**src/hw/rtl/tdpt_pkg.sv**
```systemverilog
// Shared constants and types for the trial-division prime test core.
// No dependencies; imported by every module of the core.
`default_nettype none

package tdpt_pkg;

  localparam int NUMBER_WIDTH_DEF = 32;
  localparam int FIFO_DEPTH       = 2;

  // Front-end verdict carried with each queued item
  typedef enum logic [1:0] {
    CLS_NOT_PRIME = 2'b00,
    CLS_PRIME     = 2'b01,
    CLS_TEST      = 2'b10
  } tdpt_cls_t;

  localparam int CLS_W = $bits(tdpt_cls_t);

endpackage

`default_nettype wire

```
**src/hw/rtl/tdpt_front.sv**
```systemverilog
// Front end: classifies each incoming number so only odd values of five or more
// need trial division. Depends on tdpt_pkg.
`default_nettype none

module tdpt_front #(
  parameter int NUMBER_WIDTH = 32
) (
  input  wire logic signed [NUMBER_WIDTH-1:0] candidate,
  output tdpt_pkg::tdpt_cls_t                 cls
);
  import tdpt_pkg::*;

  logic neg;
  logic zero_or_one;
  logic two_or_three;
  logic even;

  assign neg          = candidate[NUMBER_WIDTH-1];
  assign zero_or_one  = (candidate[NUMBER_WIDTH-1:1] == '0);
  assign two_or_three = (candidate[NUMBER_WIDTH-1:2] == '0) && candidate[1];
  assign even         = !candidate[0];

  always_comb begin
    if (neg || zero_or_one) begin
      cls = CLS_NOT_PRIME;
    end else if (two_or_three) begin
      cls = CLS_PRIME;
    end else if (even) begin
      cls = CLS_NOT_PRIME;
    end else begin
      cls = CLS_TEST;
    end
  end

endmodule

`default_nettype wire

```
**src/hw/rtl/tdpt_fifo.sv**
```systemverilog
// Short register queue between the front end and the trial-division engine.
// Depends on tdpt_pkg for its depth.
`default_nettype none

module tdpt_fifo #(
  parameter int DATA_W = 34
) (
  input  wire logic              clk,
  input  wire logic              rst_n,
  input  wire logic              push,
  input  wire logic [DATA_W-1:0] push_data,
  output logic                   full,
  input  wire logic              pop,
  output logic [DATA_W-1:0]      head_data,
  output logic                   empty
);
  import tdpt_pkg::*;

  localparam int PW = (FIFO_DEPTH > 1) ? $clog2(FIFO_DEPTH) : 1;
  localparam int CW = $clog2(FIFO_DEPTH + 1);

  logic [DATA_W-1:0] mem_r [FIFO_DEPTH];
  logic [PW-1:0]     wr_ptr_r, wr_ptr_nxt;
  logic [PW-1:0]     rd_ptr_r, rd_ptr_nxt;
  logic [CW-1:0]     count_r,  count_nxt;
  logic              do_push, do_pop;

  assign full      = (count_r == CW'(FIFO_DEPTH));
  assign empty     = (count_r == '0);
  assign do_push   = push && !full;
  assign do_pop    = pop && !empty;
  assign head_data = mem_r[rd_ptr_r];

  always_comb begin
    wr_ptr_nxt = wr_ptr_r;
    rd_ptr_nxt = rd_ptr_r;
    count_nxt  = count_r;
    if (do_push) begin
      wr_ptr_nxt = (wr_ptr_r == PW'(FIFO_DEPTH - 1)) ? '0 : wr_ptr_r + 1'b1;
    end
    if (do_pop) begin
      rd_ptr_nxt = (rd_ptr_r == PW'(FIFO_DEPTH - 1)) ? '0 : rd_ptr_r + 1'b1;
    end
    if (do_push && !do_pop) begin
      count_nxt = count_r + 1'b1;
    end else if (do_pop && !do_push) begin
      count_nxt = count_r - 1'b1;
    end
  end

  always_ff @(posedge clk) begin
    if (!rst_n) begin
      wr_ptr_r <= '0;
      rd_ptr_r <= '0;
      count_r  <= '0;
    end else begin
      wr_ptr_r <= wr_ptr_nxt;
      rd_ptr_r <= rd_ptr_nxt;
      count_r  <= count_nxt;
    end
  end

  always_ff @(posedge clk) begin
    if (do_push) begin
      mem_r[wr_ptr_r] <= push_data;
    end
  end

endmodule

`default_nettype wire

```
**src/hw/rtl/tdpt_back.sv**
```systemverilog
// Back end: odd trial divisors with a one-bit-per-cycle remainder unit and an
// incrementally kept divisor square; holds one result for the consumer. Uses tdpt_pkg.
`default_nettype none

module tdpt_back #(
  parameter int NUMBER_WIDTH = 32
) (
  input  wire logic                    clk,
  input  wire logic                    rst_n,
  input  wire logic                    q_empty,
  input  tdpt_pkg::tdpt_cls_t          q_cls,
  input  wire logic [NUMBER_WIDTH-1:0] q_num,
  output logic                         q_pop,
  output logic                         out_empty,
  input  wire logic                    out_pop,
  output logic                         out_is_prime
);
  import tdpt_pkg::*;

  localparam int DW  = NUMBER_WIDTH / 2 + 1;   // divisor and remainder
  localparam int SQW = NUMBER_WIDTH + 1;       // divisor square
  localparam int CW  = $clog2(NUMBER_WIDTH);   // dividend bit index

  typedef enum logic [3:0] {
    ST_IDLE  = 4'b0001,
    ST_CHECK = 4'b0010,
    ST_DIV   = 4'b0100,
    ST_DONE  = 4'b1000
  } state_t;

  state_t                  st_r, st_nxt;
  logic [NUMBER_WIDTH-1:0] n_r, n_nxt;
  logic [DW-1:0]           d_r, d_nxt;
  logic [SQW-1:0]          sq_r, sq_nxt;
  logic [DW-1:0]           rem_r, rem_nxt;
  logic [CW-1:0]           cnt_r, cnt_nxt;
  logic                    res_r, res_nxt;
  logic                    out_valid_r, out_valid_nxt;
  logic                    out_r, out_nxt;

  logic [DW:0]   shifted;
  logic [DW:0]   diff;
  logic [DW-1:0] rem_step;
  logic          out_free;

  assign shifted  = {rem_r, n_r[cnt_r]};
  assign diff     = shifted - {1'b0, d_r};
  assign rem_step = (shifted >= {1'b0, d_r}) ? diff[DW-1:0] : shifted[DW-1:0];
  assign out_free = !out_valid_r || out_pop;

  assign q_pop        = (st_r == ST_IDLE) && !q_empty;
  assign out_empty    = !out_valid_r;
  assign out_is_prime = out_r;

  always_comb begin
    st_nxt        = st_r;
    n_nxt         = n_r;
    d_nxt         = d_r;
    sq_nxt        = sq_r;
    rem_nxt       = rem_r;
    cnt_nxt       = cnt_r;
    res_nxt       = res_r;
    out_valid_nxt = out_valid_r && !out_pop;
    out_nxt       = out_r;
    unique case (st_r)
      ST_IDLE: begin
        if (!q_empty) begin
          n_nxt  = q_num;
          d_nxt  = DW'(3);
          sq_nxt = SQW'(9);
          unique case (q_cls)
            CLS_PRIME: begin
              res_nxt = 1'b1;
              st_nxt  = ST_DONE;
            end
            CLS_TEST: begin
              st_nxt = ST_CHECK;
            end
            default: begin
              res_nxt = 1'b0;
              st_nxt  = ST_DONE;
            end
          endcase
        end
      end
      ST_CHECK: begin
        if (sq_r > {1'b0, n_r}) begin
          res_nxt = 1'b1;
          st_nxt  = ST_DONE;
        end else begin
          rem_nxt = '0;
          cnt_nxt = CW'(NUMBER_WIDTH - 1);
          st_nxt  = ST_DIV;
        end
      end
      ST_DIV: begin
        rem_nxt = rem_step;
        cnt_nxt = cnt_r - 1'b1;
        if (cnt_r == '0) begin
          if (rem_step == '0) begin
            res_nxt = 1'b0;
            st_nxt  = ST_DONE;
          end else begin
            // advance to the next odd divisor: (d+2)^2 = d^2 + 4d + 4
            d_nxt  = d_r + DW'(2);
            sq_nxt = sq_r + SQW'({d_r, 2'b00}) + SQW'(4);
            st_nxt = ST_CHECK;
          end
        end
      end
      ST_DONE: begin
        if (out_free) begin
          out_valid_nxt = 1'b1;
          out_nxt       = res_r;
          st_nxt        = ST_IDLE;
        end
      end
      default: begin
        st_nxt = ST_IDLE;
      end
    endcase
  end

  always_ff @(posedge clk) begin
    if (!rst_n) begin
      st_r        <= ST_IDLE;
      out_valid_r <= 1'b0;
    end else begin
      st_r        <= st_nxt;
      out_valid_r <= out_valid_nxt;
    end
  end

  always_ff @(posedge clk) begin
    n_r   <= n_nxt;
    d_r   <= d_nxt;
    sq_r  <= sq_nxt;
    rem_r <= rem_nxt;
    cnt_r <= cnt_nxt;
    res_r <= res_nxt;
    out_r <= out_nxt;
  end

endmodule

`default_nettype wire

```
**src/hw/rtl/trial_division_prime_test_core.sv**
```systemverilog
// Trial-division prime test: one signed number in, one prime flag out.
// Non-positive, one, two, three and even numbers skip trial division and pass from the queue to the result register.
// Odd n >= 5: each odd divisor d = 3, 5, ... with d*d <= n gets a check step and a division pass through
// the shared one-bit-per-cycle remainder unit; a zero remainder means not prime.
// Items are taken one at a time by the engine; a two-entry queue and a result register decouple.
// Synchronous active-low reset clears queue, sequencer and result flag; no clearing pass.
`default_nettype none

module trial_division_prime_test_core #(
  parameter int NUMBER_WIDTH = tdpt_pkg::NUMBER_WIDTH_DEF
) (
  input  wire logic                           clk,
  input  wire logic                           rst_n,
  input  wire logic                           in_push,
  output logic                                in_full,
  input  wire logic signed [NUMBER_WIDTH-1:0] in_candidate,
  output logic                                out_empty,
  input  wire logic                           out_pop,
  output logic                                out_is_prime
);
  import tdpt_pkg::*;

  localparam int QW = CLS_W + NUMBER_WIDTH;

  tdpt_cls_t         front_cls;
  logic [QW-1:0]     q_wdata;
  logic [QW-1:0]     q_rdata;
  logic              q_empty;
  logic              q_pop;
  tdpt_cls_t         q_cls;

  tdpt_front #(
    .NUMBER_WIDTH (NUMBER_WIDTH)
  ) u_front (
    .candidate (in_candidate),
    .cls       (front_cls)
  );

  assign q_wdata = {front_cls, in_candidate};

  tdpt_fifo #(
    .DATA_W (QW)
  ) u_fifo (
    .clk       (clk),
    .rst_n     (rst_n),
    .push      (in_push),
    .push_data (q_wdata),
    .full      (in_full),
    .pop       (q_pop),
    .head_data (q_rdata),
    .empty     (q_empty)
  );

  assign q_cls = tdpt_cls_t'(q_rdata[QW-1:NUMBER_WIDTH]);

  tdpt_back #(
    .NUMBER_WIDTH (NUMBER_WIDTH)
  ) u_back (
    .clk          (clk),
    .rst_n        (rst_n),
    .q_empty      (q_empty),
    .q_cls        (q_cls),
    .q_num        (q_rdata[NUMBER_WIDTH-1:0]),
    .q_pop        (q_pop),
    .out_empty    (out_empty),
    .out_pop      (out_pop),
    .out_is_prime (out_is_prime)
  );

endmodule

`default_nettype wire

```
**config.mk**
```make
export PLATFORM = sky130hd
export DESIGN_NAME = trial_division_prime_test_core
export DESIGN_NICKNAME = d
export VERILOG_FILES = /design/src/hw/rtl/tdpt_pkg.sv /design/src/hw/rtl/tdpt_front.sv /design/src/hw/rtl/tdpt_fifo.sv /design/src/hw/rtl/tdpt_back.sv /design/src/hw/rtl/trial_division_prime_test_core.sv
export SDC_FILE = /design/constraint.sdc
export NUM_CORES = 1
export LEC_CHECK = 0
export ABC_AREA = 1
export BUFFER_PORTS_ARGS = -buffer_cell sky130_fd_sc_hd__buf_4
export CAP_MARGIN = 20
export CORE_MARGIN = 2
export CORE_UTILIZATION = 50
export DETAILED_ROUTE_END_ITERATION = 10
export PLACE_DENSITY = 0.67
export SYNTH_ARGS = -nofsm -noshare
export SYNTH_HDL_FRONTEND = slang
export SYNTH_SLANG_ARGS = --single-unit
```
**constraint.sdc**
```tcl
create_clock -name clk -period 4.6 [get_ports clk]
set_clock_uncertainty 0.05 [all_clocks]
set_input_delay 0.92 -clock clk [delete_from_list [all_inputs] [get_ports clk]]
set_output_delay 0.92 -clock clk [all_outputs]
set_load 0.05 [all_outputs]
```
# --- Yosys cells after proc, flatten, opt, wreduce, memory -nomap -nowiden ---
# Memory sizes are Yosys's and may differ from the RTL's. A register that Yosys moved wholly into a read port is not among the register bits.
# Index checks and enable logic that the tools add are counted.
word_totals:
  word_cells: 112
  mem_count: 1
  mem_bits_rw: 68
  reg_bits: 115
op_classes:
  muxes: 41
  eq_ne: 15
  order_cmp: 3
  add_sub_neg: 9
  n_bitwise: 1
  reduce_logical: 30
memory_table:
  columns: ["memory", "depth", "word_bits", "read_ports", "rd_clocked_by_memory_dff", "wr", "line_no", "rtl"]
  rows:
  - ["u_fifo.mem_r", 2, 34, 1, 1, 1, "tdpt_fifo.sv:22", "logic [DATA_W-1:0] mem_r [FIFO_DEPTH];"]
ops:
  columns: ["op", "count"]
  rows:
  - ["$mux 33", 3]
  - ["$mux 17", 5]
  - ["$pmux 17 s2", 2]
  - ["$pmux 33 s2", 1]
  - ["$add 33x19->33", 1]
  - ["$add 33x3->33 const B", 1]
  - ["$gt 33x32->1", 1]
  - ["$logic_not 31->1", 1]
  - ["$logic_not 30->1", 1]
  - ["$mux 4", 6]
  - ["$ge 18x17->1", 1]
  - ["$add 17x2->17 const B", 1]
  - ["$logic_not 17->1", 1]
  - ["$sub 17x17->17", 1]
  - ["$pmux 4 s4", 1]
  - ["$mux 1", 13]
  - ["$mux 2", 5]
  - ["$pmux 5 s2", 1]
  - ["$ne 2x1->1 const B", 4]
  - ["$ne 2x2->1 const B", 4]
  - ["$logic_and 1x1->1", 7]
  - ["$logic_not 1->1", 6]
  - ["$lt 5x6->1 const B", 1]
  - ["$reduce_and 2->1", 3]
  - ["23 further kinds", 28]

# --- Longest topological paths before layout ---
depth:
  depth_word: 8
  mapped_depth: 30
  ltp_nobuf: 30

# --- Hierarchy ---
# Synthesis repeated with hierarchy kept, for this count alone.
unflattened:
  cells_unflattened: 1103
  hier_area_um2: 10647.7
by_module_without_submodules:
  columns: ["mod", "seq_area_each_um2", "cells_each", "area_per_inst_um2", "instances"]
  rows:
  - ["tdpt_back", 3163.0, 913, 7617.3, 1]
  - ["tdpt_fifo", 2142.1, 144, 2854.0, 1]
  - ["tdpt_front", 0.0, 46, 176.4, 1]

# --- Worst setup path after synthesis ---
# OpenSTA, ideal clock, no wires.
synth_path:
  path_kind: "reg-to-reg"
  start: "register u_back.cnt_r[0]"
  end: "register u_back.d_r[10], enable pin"
  synth_period_minus_slack_ns: 4.089
  n_path_buf: 1
  slack_ns: 0.511
  path_stages_with_launch: 27
  arrival_ns: 3.638
  required_ns: 4.150
  cell_sequence: "edfxtp_1 -> inv_1 -> buf_2 -> nand2_1 -> nand3_1 -> a21oi_1 -> nor2_1 -> nand2_1 -> nand2_1 -> inv_1 -> fa_1 -> nand3_1 -> nand3_1 -> nand2_1 -> nand2_1 -> a21oi_1 -> or2_2 -> nand3_1 -> nand2_1 -> nor2_1 -> nand2_1 -> nor2_1 -> nand2_1 -> nor2_1 -> nand3_1 -> o21ai_0 -> inv_1"
synth_via:
  elab_chain_cells: 7
synth_rtl:
  columns: ["item", "line_no", "rtl"]
  rows:
  - ["from (decl)", "tdpt_back.sv:36", "logic [CW-1:0] cnt_r, cnt_nxt;"]
  - ["from (signal assigned)", "tdpt_back.sv:139", "cnt_r <= cnt_nxt;"]
  - ["$bmux 1 s5", "tdpt_back.sv:46", "assign shifted = {rem_r, n_r[cnt_r]};"]
  - ["$mux 1 (implied by the code)", "tdpt_back.sv:46", null]
  - ["$sub 17x17->17 or $ge 18x17->1 (tied branches)", "tdpt_back.sv:47, tdpt_back.sv:48", null]
  - ["$mux 17", "tdpt_back.sv:48", "assign rem_step = (shifted >= {1'b0, d_r}) ? diff[DW-1:0] : shifted[DW-1:0];"]
  - ["$logic_not 17->1", "tdpt_back.sv:100", "if (rem_step == '0) begin"]
  - ["$ne 2x2->1 (no source line)", null, null]
  - ["$reduce_and 4->1 (no source line) (*)", null, null]
  - ["to (signal assigned)", "tdpt_back.sv:136", "d_r <= d_nxt;"]
  - ["to (decl)", "tdpt_back.sv:33", "logic [DW-1:0] d_r, d_nxt;"]
# Every way passes the cells marked *; elsewhere a longest branch is shown, timed or not. The select of a mux whose other input is x is not followed.
# A chain may end at the register's enable or synchronous reset.

# --- Worst setup path in the final report ---
layout_path:
  start: "register u_back.cnt_r[0]"
  end: "register u_back.sq_r[5], enable pin"
layout_via:
  elab_chain_cells: 7
layout_rtl:
  columns: ["item", "line_no", "rtl"]
  rows:
  - ["$bmux 1 s5", "tdpt_back.sv:46", null]
  - ["$mux 1 (implied by the code)", "tdpt_back.sv:46", null]
  - ["$sub 17x17->17 or $ge 18x17->1 (tied branches)", "tdpt_back.sv:47, tdpt_back.sv:48", null]
  - ["$mux 17", "tdpt_back.sv:48", null]
  - ["$logic_not 17->1", "tdpt_back.sv:100", null]
  - ["$ne 2x2->1 (no source line)", null, null]
  - ["$reduce_and 4->1 (no source line) (*)", null, null]
  - ["to (signal assigned)", "tdpt_back.sv:137", "sq_r <= sq_nxt;"]
  - ["to (decl)", "tdpt_back.sv:34", "logic [SQW-1:0] sq_r, sq_nxt;"]
# Marks and branches as above.

==> out/summary.txt <==
Netlist cell types: 49
relative slew slack: 0.537
Post-Syn Area: 10300 um2
Power per Cell Area: 655 nW/um2
outcome: finished clean
RSZ-0062 raised after global routing: false
Routed WL: 22.9 mm
first-pass GRT wire length: 37.1 mm
post-synth top area share: 0.498
Setup Total Neg Slack: 0 ns
nets: 1240
multi-input combinational cell area: 4370 um2
crit-path max FO: 46
detailed router's first-iteration violation count: 532
total vias in the final route: 7629
Compound-Gate Fraction of Synth Area: 0.101
fin crit period: 4.21 ns
register area: 5310 um2
Ports: 39
Yosys top cell by area: edfxtp_1
Startpoint Class: flip-flop
fmax: 237 MHz
Mapped Cells: 1068
pin count of the biggest net entering global routing: 47
via-per-instance ratio: 5.44
Post-synth EDFFs: 170
Data arrival, critical path: 4.33 ns
IO Port Bufs: 38
Synth area leaders: edfxtp_1 (50%), ha_1 (10%), nand2_1 (7.2%), a21oi_1 (5.5%), inv_1 (5.0%)
hpwl dp: 17.0 mm
hold buffers post-CTS: 0
Clk Latency, worst-skew pair: 0.44 ns
Tot Pwr: 7.59 mW
Initial Utilization: 0.509
P_leak: 4.76 nW
Max-Cap Viols: 0
Layout area overhead: 12.9%
vias in the first global route: 7324
clk root buf: clkbuf_16
CTS sink cnt: 180
CP required: 4.71 ns
CP peak stage delay: 0.43 ns
ys flop type: edfxtp_1
initial antenna violation count: 0
Synth Area in Adders: 0.104
# DRC: 0
n_diodes: 0
H-tree Lvls: 4
Ys Warns: 0
Placer Congestion: 0.912
CP endpoint kind: flip-flop
HP Class: flip-flop to flip-flop
Syn Nets: 1188
clock buffer depth: 2
Die X: 147 um
Avg WL per Cell: 16.3 um
final slew viol count: 0
Clock transition at path regs: 0.07 ns
Filler cells: 1828
post-synthesis async set-or-reset flop share: 0
#FFs+latches synth: 180
Post-Synth Simple-Gate Area: 0.174
TritonCTS clock tree: built
worst setup path class: flip-flop to flip-flop
critical path's slowest cell: fa_1
First-pass DRT Iterations: 5
Final Cycle Share: 0.916
layout cells sized above 1: 0.124
gr usage total: 0.218
final hold vios: 0
DP Area: 10900 um2
Final ANT Viol Nets: 0
multiplexer area fraction after synthesis: 0.0372
xor/xnor cell area share of the yosys netlist: 0.00683
Final setup viols: 0
Seq/Total Area, Yosys: 0.517
Post-Layout Inst Area: 11600 um2
site row count: 52
grt ovf: 0
Worst-Margin Slew: 0.694 ns
Die ar.: 21700 um2
WHS: 0.375 ns
Syn Area/Cell: 9.61 um2
largest family of logic cells by synthesized area: simple AND/OR/NAND/NOR gates
total CTS buffers: 17
Die H: 147 um
Core ar.: 20200 um2
CP dominant cell by count: nand2_1
VDD IR max: 0.000331 V
## cell type report
cell class	count	share of cell area
Inverter	141	0.0460
Clock inverter	15	0.0182
Multi-Input combinational cell	729	0.377
Tap cell	270	0.0292
Sequential cell	180	0.458
Timing Repair Buffer	51	0.0348
Clock buffer	17	0.0367
## placed cells by master, fill, tap and decap left out, types with 5 or more instances in the layout
cell       netlist  layout
buf_4            1      49
ha_1            82      82
nor4_1           8       8
a21oi_1        112     111
nand3_1         63      63
nor2_1          80      78
dfxtp_1         10      10
nor3_1          20      19
mux2_2          33      33
or2_2            6       6
xor2_1           5       5
o21ai_0         55      55
nand2_1        198     198
clkbuf_16        0      17
nand4_1         14      14
a31oi_1          5       5
edfxtp_1       170     170
inv_1          137     135
nor2_2           3       5
## cells in the mapped netlist (all sizes together) (5+ instances only)
library cell	instances
nand2	199
nor4	8
or2	6
nand3	64
clkbuf	11
a31oi	5
xor2	5
inv	140
mux2	33
a21oi	113
nor3	20
dfxtp	10
o21ai	60
nand4	16
nor2	84
ha	82
buf	7
edfxtp	170
## state kept, by name (all words and copies together) (netlist names), named ones only
signal	cells
u_back.d_r	16
u_back.st_r	4
u_fifo.count_r	2
u_fifo.rd_ptr_r	1
u_fifo.wr_ptr_r	1
u_back.out_is_prime	1
u_fifo.mem_r	68
u_back.cnt_r	5
u_back.rem_r	17
u_back.n_r	32
u_back.out_valid_r	1
u_back.res_r	1
u_back.sq_r	30
## worst max-delay path: cells and delay by family (launching register included)
| family | cells | cell delay (ns) |
|---|---|---|
| and+or+nand+nor | 21 | 1.90 |
| buffers and inverters | 4 | 0.71 |
| adders and majority gates | 1 | 0.43 |
| AOI/OAI and AO/OA | 2 | 0.43 |
| DFF | 1 | 0.39 |
## stage by stage
stage                     worst slack, ns  utilization  cells
after floorplan                     0.511            -   1068
after global placement              0.374        0.540   1367
after detailed placement            0.264        0.540   1367
after CTS                           0.278        0.572   1399
after global routing               0.0213        0.575   1403
final                               0.387        0.575   1403
## what timing repair did
item,CTS,global route
endpoints found under the setup margin,0,46
resized for setup,0,2
setup buffers,0,3
## cells by family after synthesis
kind of cell	count (synthesis)
simple gates	408
compound gates	195
flops	180
buf+inv	159
fa+ha+maj	84
mux	34
xor+xnor	8
## layer usage
layer  wire, um  global-route usage  share of wire  up-vias
li1           -                   -              -     3851
met1      11000               0.308           0.48     3564
met2      10700               0.352           0.47      190
met3        922              0.0326          0.040       24
met4        297              0.0654          0.013        0
met5          0                   0              0        -
## final timing paths
| kind | end | slack (ns) | cells after the start | startpoint |
|---|---|---|---|---|
| max | u_back.sq_r[5] | 0.39 | 28 | u_back.cnt_r[0] |
| min | u_back.out_is_prime | 0.37 | 0 | u_back.res_r |
| max reg2reg | u_back.sq_r[5] | 0.39 | 28 | u_back.cnt_r[0] |
| min reg2reg | u_back.out_is_prime | 0.37 | 0 | u_back.res_r |
## where the power goes
part,total (mW),internal (mW),switching [mW]
registers,2.80,2.44,0.362
logic,3.24,1.13,2.11
clock network,1.55,0.838,0.714
total,7.59,4.40,3.19
No activity file was read; power rests on OpenSTA's default activity.
